===== config.mk =====
export PLATFORM = sky130hd
export DESIGN_NAME = nmea_line_validator_core
export DESIGN_NICKNAME = d
export VERILOG_FILES = /design/src/hw/rtl/nlv_pkg.sv /design/src/hw/rtl/nlv_front.sv /design/src/hw/rtl/nlv_queue.sv /design/src/hw/rtl/nlv_back.sv /design/src/hw/rtl/nmea_line_validator_core.sv
export SDC_FILE = /design/constraint.sdc
export NUM_CORES = 1
export LEC_CHECK = 0
export BUFFER_PORTS_ARGS = -buffer_cell sky130_fd_sc_hd__buf_4
export CAP_MARGIN = 20
export CORE_MARGIN = 5
export CORE_UTILIZATION = 45
export CTS_CLUSTER_DIAMETER = 100
export DETAILED_ROUTE_END_ITERATION = 12
export PLACE_DENSITY = 0.74
export SYNTH_ARGS = -nofsm -noshare
export SYNTH_HDL_FRONTEND = slang
export SYNTH_SLANG_ARGS = --single-unit

===== constraint.sdc =====
create_clock -name clk -period 12.3 [get_ports clk]
set_input_delay 2.46 -clock clk [delete_from_list [all_inputs] [get_ports clk]]
set_output_delay 2.46 -clock clk [all_outputs]
set_load 0.05 [all_outputs]

===== src/hw/rtl/nlv_pkg.sv =====
// shared types, codes and constants of the nmea line validator
package nlv_pkg;

	// result status codes
	localparam logic [2:0] ST_OK       = 3'd0;
	localparam logic [2:0] ST_EMPTY    = 3'd1;
	localparam logic [2:0] ST_TOOLONG  = 3'd2;
	localparam logic [2:0] ST_NODOLLAR = 3'd3;
	localparam logic [2:0] ST_NOSTAR   = 3'd4;
	localparam logic [2:0] ST_TAILLEN  = 3'd5;
	localparam logic [2:0] ST_BADHEX   = 3'd6;
	localparam logic [2:0] ST_MISMATCH = 3'd7;

	// register map
	localparam int          ADDR_W         = 3;
	localparam logic        REG_MAX_LEN    = 1'b0;
	localparam logic [7:0]  MAX_LEN_RESET  = 8'd200;

	// depth of the queue between front and back
	localparam int QUEUE_DEPTH = 4;

	// character constants
	localparam logic [7:0] CH_LF     = 8'h0A;
	localparam logic [7:0] CH_DOLLAR = 8'h24;
	localparam logic [7:0] CH_STAR   = 8'h2A;
	localparam logic [2:0] GGA_LEN   = 3'd6;

	// classified byte handed from front to back
	typedef struct packed {
		logic [7:0] c;
		logic       is_lf;
		logic       is_zero;
		logic       is_dollar;
		logic       is_star;
		logic       is_print;
		logic       hex_ok;
		logic [3:0] hex_val;
	} cls_t;

	// one result beat
	typedef struct packed {
		logic [2:0] status;
		logic       is_gga;
		logic [7:0] sum;
		logic [7:0] len;
	} res_t;

	// characters of the "$GPGGA" header
	function automatic logic [7:0] gga_char(input logic [2:0] i);
		logic [7:0] r;
		case (i)
			3'd0: r = 8'h24;
			3'd1: r = 8'h47;
			3'd2: r = 8'h50;
			3'd3: r = 8'h47;
			3'd4: r = 8'h47;
			3'd5: r = 8'h41;
			default: r = 8'h00;
		endcase
		return r;
	endfunction

endpackage


===== src/hw/rtl/nlv_front.sv =====
// input side: accepts bytes and classifies them for the line checker
module nlv_front import nlv_pkg::*; (
	input  logic       push,
	input  logic [7:0] rx_byte,
	input  logic       q_full,
	output logic       q_push,
	output cls_t       q_data
);

	assign q_push = push && !q_full;

	always_comb begin
		q_data = '0;
		q_data.c         = rx_byte;
		q_data.is_lf     = (rx_byte == CH_LF);
		q_data.is_zero   = (rx_byte == 8'h00);
		q_data.is_dollar = (rx_byte == CH_DOLLAR);
		q_data.is_star   = (rx_byte == CH_STAR);
		q_data.is_print  = (rx_byte >= 8'h20) && (rx_byte <= 8'h7E);
		if (rx_byte inside {[8'h30:8'h39]}) begin
			q_data.hex_ok  = 1'b1;
			q_data.hex_val = rx_byte[3:0];
		end else if (rx_byte inside {[8'h41:8'h46], [8'h61:8'h66]}) begin
			q_data.hex_ok  = 1'b1;
			q_data.hex_val = rx_byte[3:0] + 4'd9;
		end
	end

endmodule


===== src/hw/rtl/nlv_queue.sv =====
// short queue of classified bytes between front and back
module nlv_queue import nlv_pkg::*; (
	input  logic clk,
	input  logic arst_n,
	input  logic push,
	input  cls_t wdata,
	output logic full,
	input  logic pop,
	output logic valid,
	output cls_t rdata
);

	localparam int PTR_W = $clog2(QUEUE_DEPTH);
	localparam int CNT_W = $clog2(QUEUE_DEPTH + 1);

	cls_t             mem_q [QUEUE_DEPTH];
	logic [PTR_W-1:0] wr_q, rd_q;
	logic [CNT_W-1:0] cnt_q;
	logic             do_pop;

	assign full   = (cnt_q == CNT_W'(QUEUE_DEPTH));
	assign valid  = (cnt_q != '0);
	assign rdata  = mem_q[rd_q];
	assign do_pop = pop && valid;

	always_ff @(posedge clk) begin
		if (push) begin
			mem_q[wr_q] <= wdata;
		end
	end

	always_ff @(posedge clk or negedge arst_n) begin
		if (!arst_n) begin
			wr_q  <= '0;
			rd_q  <= '0;
			cnt_q <= '0;
		end else begin
			if (push) begin
				wr_q <= (wr_q == PTR_W'(QUEUE_DEPTH - 1)) ? '0 : PTR_W'(wr_q + 1'b1);
			end
			if (do_pop) begin
				rd_q <= (rd_q == PTR_W'(QUEUE_DEPTH - 1)) ? '0 : PTR_W'(rd_q + 1'b1);
			end
			if (push && !do_pop) begin
				cnt_q <= CNT_W'(cnt_q + 1'b1);
			end else if (!push && do_pop) begin
				cnt_q <= CNT_W'(cnt_q - 1'b1);
			end
		end
	end

endmodule


===== src/hw/rtl/nlv_back.sv =====
// line checker: runs the per-line state and buffers result beats
module nlv_back import nlv_pkg::*; (
	input  logic       clk,
	input  logic       arst_n,
	input  logic [7:0] max_len,
	input  logic       q_valid,
	input  cls_t       q_data,
	output logic       q_pop,
	output logic       empty,
	input  logic       pop,
	output res_t       res
);

	localparam logic [2:0] PH_DOLLAR   = 3'd0;
	localparam logic [2:0] PH_BODY     = 3'd1;
	localparam logic [2:0] PH_TAIL     = 3'd2;
	localparam logic [2:0] PH_NODOLLAR = 3'd3;
	localparam logic [2:0] PH_NOSTAR   = 3'd4;
	localparam logic [2:0] PH_TAILEND  = 3'd5;

	// line state
	cls_t       held_q;
	logic       held_vld_q;
	logic [7:0] cnt_q;
	logic [2:0] phase_q;
	logic [7:0] xor_q;
	logic [1:0] tcnt_q;
	logic [7:0] tdig_q;
	logic       tbad_q;
	logic [2:0] hdr_q;

	// results of feeding the held byte
	logic [2:0] f_phase;
	logic [7:0] f_xor;
	logic [1:0] f_tcnt;
	logic [7:0] f_tdig;
	logic       f_tbad;
	logic [2:0] f_hdr;
	logic [7:0] idx;
	logic [7:0] cnt_inc;
	logic [2:0] fin_status;

	// result buffer
	res_t       rmem_q [2];
	logic       rwr_q, rrd_q;
	logic [1:0] rcnt_q;
	logic       space;
	logic       res_push;
	res_t       res_data;
	logic       do_pop;
	logic       clear;
	logic       do_feed;

	assign empty  = (rcnt_q == 2'd0);
	assign res    = rmem_q[rrd_q];
	assign do_pop = pop && !empty;
	assign space  = (rcnt_q != 2'd2) || do_pop;
	assign q_pop  = q_valid && space;

	assign idx     = cnt_q - 8'd1;
	assign cnt_inc = (cnt_q == 8'hFF) ? cnt_q : cnt_q + 8'd1;
	assign do_feed = held_vld_q && (cnt_q != 8'd0);

	// feed of the held byte
	always_comb begin
		f_phase = phase_q;
		f_xor   = xor_q;
		f_tcnt  = tcnt_q;
		f_tdig  = tdig_q;
		f_tbad  = tbad_q;
		f_hdr   = hdr_q;
		if (phase_q <= PH_BODY && idx < 8'd6 && {5'b0, hdr_q} == idx
			&& held_q.c == gga_char(idx[2:0])) begin
			f_hdr = hdr_q + 3'd1;
		end
		case (phase_q)
			PH_DOLLAR: begin
				f_phase = held_q.is_dollar ? PH_BODY : PH_NODOLLAR;
			end
			PH_BODY: begin
				if (held_q.is_star) begin
					f_phase = PH_TAIL;
				end else if (!held_q.is_print) begin
					f_phase = PH_NOSTAR;
				end else begin
					f_xor = xor_q ^ held_q.c;
				end
			end
			PH_TAIL: begin
				if (held_q.is_zero) begin
					f_phase = PH_TAILEND;
				end else begin
					if (tcnt_q < 2'd2) begin
						if (!held_q.hex_ok) begin
							f_tbad = 1'b1;
						end else if (tcnt_q == 2'd0) begin
							f_tdig = tdig_q | {held_q.hex_val, 4'h0};
						end else begin
							f_tdig = tdig_q | {4'h0, held_q.hex_val};
						end
					end
					if (tcnt_q != 2'd3) begin
						f_tcnt = tcnt_q + 2'd1;
					end
				end
			end
			default: begin
			end
		endcase
	end

	// status of a line ended by line feed
	always_comb begin
		case (phase_q)
			PH_DOLLAR, PH_NODOLLAR: fin_status = ST_NODOLLAR;
			PH_TAIL, PH_TAILEND: begin
				if (tcnt_q != 2'd2) begin
					fin_status = ST_TAILLEN;
				end else if (tbad_q) begin
					fin_status = ST_BADHEX;
				end else if (tdig_q != xor_q) begin
					fin_status = ST_MISMATCH;
				end else begin
					fin_status = ST_OK;
				end
			end
			default: fin_status = ST_NOSTAR;
		endcase
	end

	always_comb begin
		res_push = 1'b0;
		res_data = '0;
		clear    = 1'b0;
		if (q_pop) begin
			if (q_data.is_lf) begin
				res_push = 1'b1;
				clear    = 1'b1;
				if (cnt_q == 8'd0) begin
					res_data.status = ST_EMPTY;
				end else begin
					res_data.status = fin_status;
					res_data.is_gga = (fin_status == ST_OK) && (hdr_q == GGA_LEN);
					res_data.sum    = xor_q;
					res_data.len    = cnt_q;
				end
			end else if (cnt_inc >= max_len) begin
				res_push        = 1'b1;
				clear           = 1'b1;
				res_data.status = ST_TOOLONG;
				res_data.len    = cnt_inc;
			end
		end
	end

	always_ff @(posedge clk) begin
		if (res_push) begin
			rmem_q[rwr_q] <= res_data;
		end
		if (q_pop) begin
			held_q <= clear ? cls_t'(0) : q_data;
		end
	end

	always_ff @(posedge clk or negedge arst_n) begin
		if (!arst_n) begin
			held_vld_q <= 1'b0;
			cnt_q      <= '0;
			phase_q    <= PH_DOLLAR;
			xor_q      <= '0;
			tcnt_q     <= '0;
			tdig_q     <= '0;
			tbad_q     <= 1'b0;
			hdr_q      <= '0;
			rwr_q      <= 1'b0;
			rrd_q      <= 1'b0;
			rcnt_q     <= '0;
		end else begin
			if (q_pop) begin
				if (clear) begin
					held_vld_q <= 1'b0;
					cnt_q      <= '0;
					phase_q    <= PH_DOLLAR;
					xor_q      <= '0;
					tcnt_q     <= '0;
					tdig_q     <= '0;
					tbad_q     <= 1'b0;
					hdr_q      <= '0;
				end else begin
					held_vld_q <= 1'b1;
					cnt_q      <= cnt_inc;
					if (do_feed) begin
						phase_q <= f_phase;
						xor_q   <= f_xor;
						tcnt_q  <= f_tcnt;
						tdig_q  <= f_tdig;
						tbad_q  <= f_tbad;
						hdr_q   <= f_hdr;
					end
				end
			end
			if (res_push) begin
				rwr_q <= ~rwr_q;
			end
			if (do_pop) begin
				rrd_q <= ~rrd_q;
			end
			if (res_push && !do_pop) begin
				rcnt_q <= rcnt_q + 2'd1;
			end else if (!res_push && do_pop) begin
				rcnt_q <= rcnt_q - 2'd1;
			end
		end
	end

endmodule


===== src/hw/rtl/nmea_line_validator_core.sv =====
// top level of the nmea line validator
// Checks NMEA 0183 sentences in a stream of received bytes, one byte per clock while full is low.
// Bytes are pushed while full is low; a line ends at line feed, and the byte
// before the line feed (the carriage return) is dropped from the check. Each
// line feed gives one result beat, as does a line whose byte count reaches
// max_line_length (status too long, collection restarts). A beat carries the
// status (0 ok, 1 empty, 2 too long, 3 no dollar, 4 no star, 5 tail length,
// 6 bad hex, 7 mismatch), is_gga for a good "$GPGGA" sentence, the XOR of the
// body and the collected length. The front classifies each byte and writes
// it into a four-entry queue in the cycle it is pushed; the back line checker
// takes one byte a cycle from that queue while its result buffer has space,
// and a byte that ends a line writes its result beat into that buffer as the back takes it.
// Sustained rate is one byte per clock while the result side keeps up; the
// two-entry result buffer lets bytes keep flowing while a beat waits for pop,
// and full rises only once the queue fills behind a stalled result side.
// max_line_length lies at byte address 0 of the register port and resets to
// 200; write it only while the block is idle.
module nmea_line_validator_core import nlv_pkg::*; (
	input  logic              clk,
	input  logic              arst_n,
	// byte input
	input  logic              push,
	output logic              full,
	input  logic [7:0]        rx_byte,
	// result output
	output logic              empty,
	input  logic              pop,
	output logic [2:0]        status,
	output logic              is_gga,
	output logic [7:0]        computed_sum,
	output logic [7:0]        line_length,
	// register port
	input  logic              psel,
	input  logic              penable,
	input  logic              pwrite,
	input  logic [ADDR_W-1:0] paddr,
	input  logic [31:0]       pwdata,
	output logic [31:0]       prdata,
	output logic              pready
);

	logic [7:0] max_len_q;
	logic       q_push;
	cls_t       q_wdata;
	logic       q_full;
	logic       q_valid;
	logic       q_pop;
	cls_t       q_rdata;
	res_t       res;

	// register port: always ready, one register at word 0
	assign pready = 1'b1;
	assign prdata = (paddr[2] == REG_MAX_LEN) ? {24'h0, max_len_q} : 32'h0;

	always_ff @(posedge clk or negedge arst_n) begin
		if (!arst_n) begin
			max_len_q <= MAX_LEN_RESET;
		end else if (psel && penable && pwrite && pready && paddr[2] == REG_MAX_LEN) begin
			max_len_q <= pwdata[7:0];
		end
	end

	// front: accept and classify
	nlv_front u_front (
		.push    (push),
		.rx_byte (rx_byte),
		.q_full  (q_full),
		.q_push  (q_push),
		.q_data  (q_wdata)
	);

	assign full = q_full;

	// decoupling queue
	nlv_queue u_queue (
		.clk    (clk),
		.arst_n (arst_n),
		.push   (q_push),
		.wdata  (q_wdata),
		.full   (q_full),
		.pop    (q_pop),
		.valid  (q_valid),
		.rdata  (q_rdata)
	);

	// back: line checker and result buffer
	nlv_back u_back (
		.clk     (clk),
		.arst_n  (arst_n),
		.max_len (max_len_q),
		.q_valid (q_valid),
		.q_data  (q_rdata),
		.q_pop   (q_pop),
		.empty   (empty),
		.pop     (pop),
		.res     (res)
	);

	assign status       = res.status;
	assign is_gga       = res.is_gga;
	assign computed_sum = res.sum;
	assign line_length  = res.len;

endmodule


After elaboration in Yosys (flattened, before gate mapping)
Memories as Yosys holds them, arrays and structs flattened.
Index checks and enable logic that the tools add are counted.
- output and inout bits: 55
- logic and storage cells: 203
- memories kept: 2
- input bits: 50
- bits in registers: 70
- RAM bits: 112
- memories (name ; words ; width ; read ports ; clocked after Yosys merged registers in ; write ports ; RTL line ; text):
    u_queue.mem_q ; 4 ; 18 ; 1 ; 0 ; 1 ; nlv_queue.sv:16 ; cls_t mem_q [QUEUE_DEPTH];
    u_back.rmem_q ; 2 ; 20 ; 1 ; 0 ; 1 ; nlv_back.sv:44 ; res_t rmem_q [2];
- order comparisons: 12
- mux-type cells: 65
- reductions and logical operators: 57
- bitwise logic cells: 6
- add/sub/neg operators: 11
- equal/unequal tests: 28
- operator list (kind ; count):
    $mux 8 ; 17
    $mux 3 ; 15
    $pmux 7 s4 ; 1
    $le 8x7->1 const B ; 3
    $mux 2 ; 11
    $reduce_bool 2->1 ; 11
    $logic_and 1x1->1 ; 20
    $mux 20 ; 1
    $mux 17 ; 1
    $eq 8x6->1 const B ; 2
    $ge 8x6->1 const B ; 2
    $ge 8x7->1 const B ; 2
    $logic_not 8->1 ; 2
    $eq 3x3->1 const B ; 5
    $reduce_and 5->1 ; 3
    $mux 1 ; 14
    $eq 3x2->1 const B ; 4
    $ne 2x2->1 const B ; 6
    $reduce_and 6->1 ; 2
    $mux 5 ; 2
    $logic_not 3->1 ; 3
    $mux 9 ; 1
    $pmux 3 s3 ; 1
    $add 2x1->2 const B ; 4
    34 further kinds ; 46

Logic depth before layout (Yosys ltp)
- word-level depth: 10
- depth in mapped cells: 18
- gate-level depth less buffers: 16

Modules after synthesis
Synthesis repeated with hierarchy kept, for this count alone.
- cell total of the unflattened synthesis: 702
- area total of the unflattened synthesis: 9098.7 um^2
- modules (own cells, without submodules) (module ; times used ; area an instance (um^2) ; cells an instance ; seq. area each (um^2)):
    nlv_back ; 1 ; 5161.2 ; 476 ; 2662.6
    nlv_queue ; 1 ; 3027.9 ; 131 ; 2337.2
    nmea_line_validator_core ; 1 ; 583.1 ; 52 ; 203.9
    nlv_front ; 1 ; 326.6 ; 43 ; 0.0

Worst setup path before layout
No wires, ideal clock.
- path type: input -> output
- start point: in paddr[2]
- end point: out prdata[0]
- buffers on the path: 1
- data required time: 9.840 ns
- path slack: 6.506 ns
- arrival time: 3.334 ns
- stages on the path: 2
- cells stage by stage: clkbuf_1 > nor2b_1
- word-level cells in the longest chain between the ends: 1
- ends and longest elaborated chain (element ; RTL line ; text):
    start: declaration ; nmea_line_validator_core.sv:36 ; input logic [ADDR_W-1:0] paddr,
    $mux 8 ; nmea_line_validator_core.sv:53 ; assign prdata = (paddr[2] == REG_MAX_LEN) ? {24'h0, max_len_q} : 32'h0;
    end: declaration ; nmea_line_validator_core.sv:38 ; output logic [31:0] prdata,
Every way passes these cells.

Final worst setup path
- start point: in paddr[2]
- end point: out prdata[7]
Same word-level chain as after synthesis.

==> metrics.md <==
| Metric | Value |
|---|---|
| Run status | `complete, no violations` |
| Final HPWL DP | `roughly 11 mm` |
| Num CTS Buffers | `17` |
| Count of different cell masters after synthesis | `70` |
| Max Cap Viol | `0` |
| Final worst path period share | `0.437` |
| Post-synthesis async set-or-reset flop share | `0.291` |
| Worst-Margin Slew | `between 900 and 1000 ps` |
| DIE WIDTH | `roughly 150 um` |
| Setup TNS | `0 ps` |
| CP max FO | `9` |
| Kind of start point of the critical path | `primary input` |
| # IOs | `around 110` |
| Layout cell share with drive strength beyond 1 | `0.202` |
| Die height | `approximately 150 um` |
| Ys flop type | `edfxtp_1` |
| CTS tree | `built` |
| Post-synth EDFFs | `129` |
| Die Area | `~23000 um^2` |
| Final min period | `5380 ps` |
| Nets | `between 800 and 900` |
| Clock Tree Buf Depth | `2` |
| Congestion Overflow GR | `0` |
| R2R cell count | `16` |
| DR DRC count | `0` |
| R2R Path Start | `u_back.cnt_q[0]` |
| DR pass1 iterations | `4` |
| WP data required | `9840 ps` |
| Leak | `about 3.9 nW` |
| Peak Freq | `186 MHz` |
| Synth Register Bits | `182` |
| Gpl congestion | `between 0.8 and 0.9` |
| YS warnings | `0` |
| Row count | `51` |
| Synth-to-layout area growth | `12.4%` |
| Hold Path Cell Cnt | `1` |
| Top-area cell type share of the netlist area | `0.436` |
| DR vias | `between 5k and 6k` |
| CP Class | `in -> out` |
| Port Buffers | `53` |
| Slew Viols, Final | `0` |
| Final setup vio count | `0` |
| Hold path start | `max_len_q[2]` |
| Root Driver | `clkbuf_16` |
| Flop2flop setup slack | `7660 ps` |
| Syn Std Cell Area | `between 8000 and 9000 um^2` |
| Syn Inst Count | `between 600 and 700` |
| Hold Buf Count CTS | `0` |
| Initial antenna violation count | `0` |
| Worst IR Drop VDD | `0.118 mV` |
| Fillers | `between 1.5k and 2k` |
| Layout Cells excl Fill | `between 1k and 1.5k` |
| First-pass GRT wire length | `roughly 27 mm` |
| CP Capture Type | `primary output` |
| Clk sinks | `between 150 and 200` |
| Number of global-route vias before repair | `about 5.2k` |
| # diodes | `0` |
| Seq/Total Area, Yosys | `0.586` |
| Setup ws final | `approximately 7000 ps` |
| DP Worst Slack | `between 6000 and 7000 ps` |
| Placed cell count | `984` |
| Via density | `around 5.2` |
| Final Hold Vio Count | `0` |
| Core area | `about 20000 um^2` |
| Biggest area consumer among synthesized cells | `edfxtp_1` |
| Initial core utilization | `0.457` |
| RSZ-0062 raised after global routing | `no` |
| Slew margin rel. | `0.349` |
| Tot Pwr | `approximately 2.5 mW` |
| Post-CTS Setup Repair Bufs | `0` |
| Worst-Skew Late Latency | `between 400 and 500 ps` |
| Htree depth | `4` |
| Hold EP | `max_len_q[2]` |
| Hold Path Class | `reg -> reg` |
| Final WL | `approximately 16 mm` |
| Layout Skew | `10.6 ps` |
| PwrDens | `about 250 nW/um^2` |
| CTS resizes | `0` |
| Synth area leaders | `edfxtp_1 (44%), dfrtp_1 (14%), mux4_2 (4.6%)` |
| Largest net degree at the start of global routing | `54` |
| Syn avg cell area | `around 13 um^2` |
| Routed length per instance | `roughly 16 um` |
| Worst r2r dst | `u_back.rcnt_q[1]` |
| CTS clk-pin slew, worst paths | `approximately 60 ps` |
| Iter 0 DRT Violations | `~350` |
| Critical Path AT | `just under 3000 ps` |
| Tot GR Track Use | `0.152` |
| ANT nets after route | `0` |
synth_stat cells (all sizes together), types with 3 or more instances:
master	n
o21ai	30
xor2	16
mux4	18
nand2	40
nand3b	3
nand4	8
nor2b	26
nor2	52
dfstp	3
edfxtp	129
clkbuf	21
and4	3
o22ai	5
nor3	14
xnor2	16
nor4	7
inv	33
buf	34
and3	13
nor4b	3
and3b	3
a211oi	3
nand2b	5
dfrtp	50
mux2	30
a21oi	14
ha	31
nor3b	7
and2	6
or3	4
a31oi	12
a21o	3
nand3	12
kinds of logic after synthesis:
family	synth area share
multiplexers	0.0859
other	0.000845
adder cells (fa/ha/maj)	0.0459
AND/OR/NAND/NOR	0.126
buffers and inverters	0.0497
AO/OA/AOI/OAI	0.0746
XOR/XNOR	0.0315
flip-flops	0.586
worst max-delay path by stage:
stage	start	end	cells after the start
after global routing	paddr[2]	prdata[4]	3
final	paddr[2]	prdata[7]	3
after floorplan	paddr[2]	prdata[0]	2
after detailed placement	paddr[2]	prdata[7]	3
after global placement	paddr[2]	prdata[0]	3
after CTS	paddr[2]	prdata[7]	3
stage by stage:
| step | hold slack, ps | instance area (um^2) | utilization |
|---|---|---|---|
| 2_1_floorplan | 456 | 8970 | - |
| 3_3_place_gp | 489 | 9430 | 0.484 |
| 3_5_place_dp | 496 | 9430 | 0.484 |
| 4_1_cts | 508 | 9990 | 0.513 |
| 5_1_grt | 524 | 9990 | 0.513 |
| 6_report | 508 | 9990 | 0.513 |
power by group:
| group | internal, mW | switching (mW) |
|---|---|---|
| sequential | 0.891 | 0.119 |
| combinational | 0.340 | 0.599 |
| clock | 0.282 | 0.224 |
| total | 1.51 | 0.942 |
layer usage:
layer | wire length [um] | share of wire | track usage
met5 | 0 | 0 | 0
met4 | 201 | 0.012 | 0.0508
met3 | 607 | 0.038 | 0.0322
met2 | 7960 | 0.49 | 0.242
met1 | 7420 | 0.46 | 0.209
placed cells by master (no fill, tap or decap), types with 4 or more instances in the layout:
cell | Yosys | routed
a21oi_1 | 14 | 14
a31oi_1 | 12 | 12
and2_1 | 6 | 6
and3_1 | 13 | 13
buf_4 | 26 | 58
clkbuf_16 | 0 | 17
clkbuf_8 | 0 | 4
conb_1 | 2 | 25
dfrtp_1 | 50 | 50
edfxtp_1 | 129 | 129
ha_1 | 31 | 31
inv_1 | 33 | 33
mux2_2 | 30 | 30
mux4_2 | 18 | 18
nand2_1 | 40 | 40
nand2b_1 | 5 | 5
nand3_1 | 12 | 12
nand4_1 | 8 | 8
nor2_1 | 52 | 51
nor2b_1 | 26 | 26
nor3_1 | 14 | 13
nor3b_1 | 7 | 7
nor4_1 | 6 | 6
o21ai_0 | 30 | 30
o22ai_1 | 5 | 5
or3_1 | 4 | 4
xnor2_1 | 16 | 16
xor2_1 | 16 | 16
critical path: stages:
cell and delay, ps:
buf_4 140, nor2_1 100, buf_4 210
flip-flops by register name (all words and copies together) (netlist names), 3 cells and up:
register	flops
max_len_q	8
u_back.cnt_q	8
u_back.hdr_q	3
u_back.held_q	17
u_back.phase_q	3
u_back.rmem_q	40
u_back.tdig_q	8
u_back.xor_q	8
u_queue.cnt_q	3
u_queue.mem_q	72
final cells by class:
class,instances,area [um^2],area share
timing repair buffer,58,435,0.0436
inverter,33,124,0.0124
tap,265,332,0.0332
clock buffer,23,488,0.0489
multi-input combinational,446,3330,0.334
sequential,182,5200,0.521
clock inverter,9,68.8,0.00689
(Power assumes the default switching activity.)
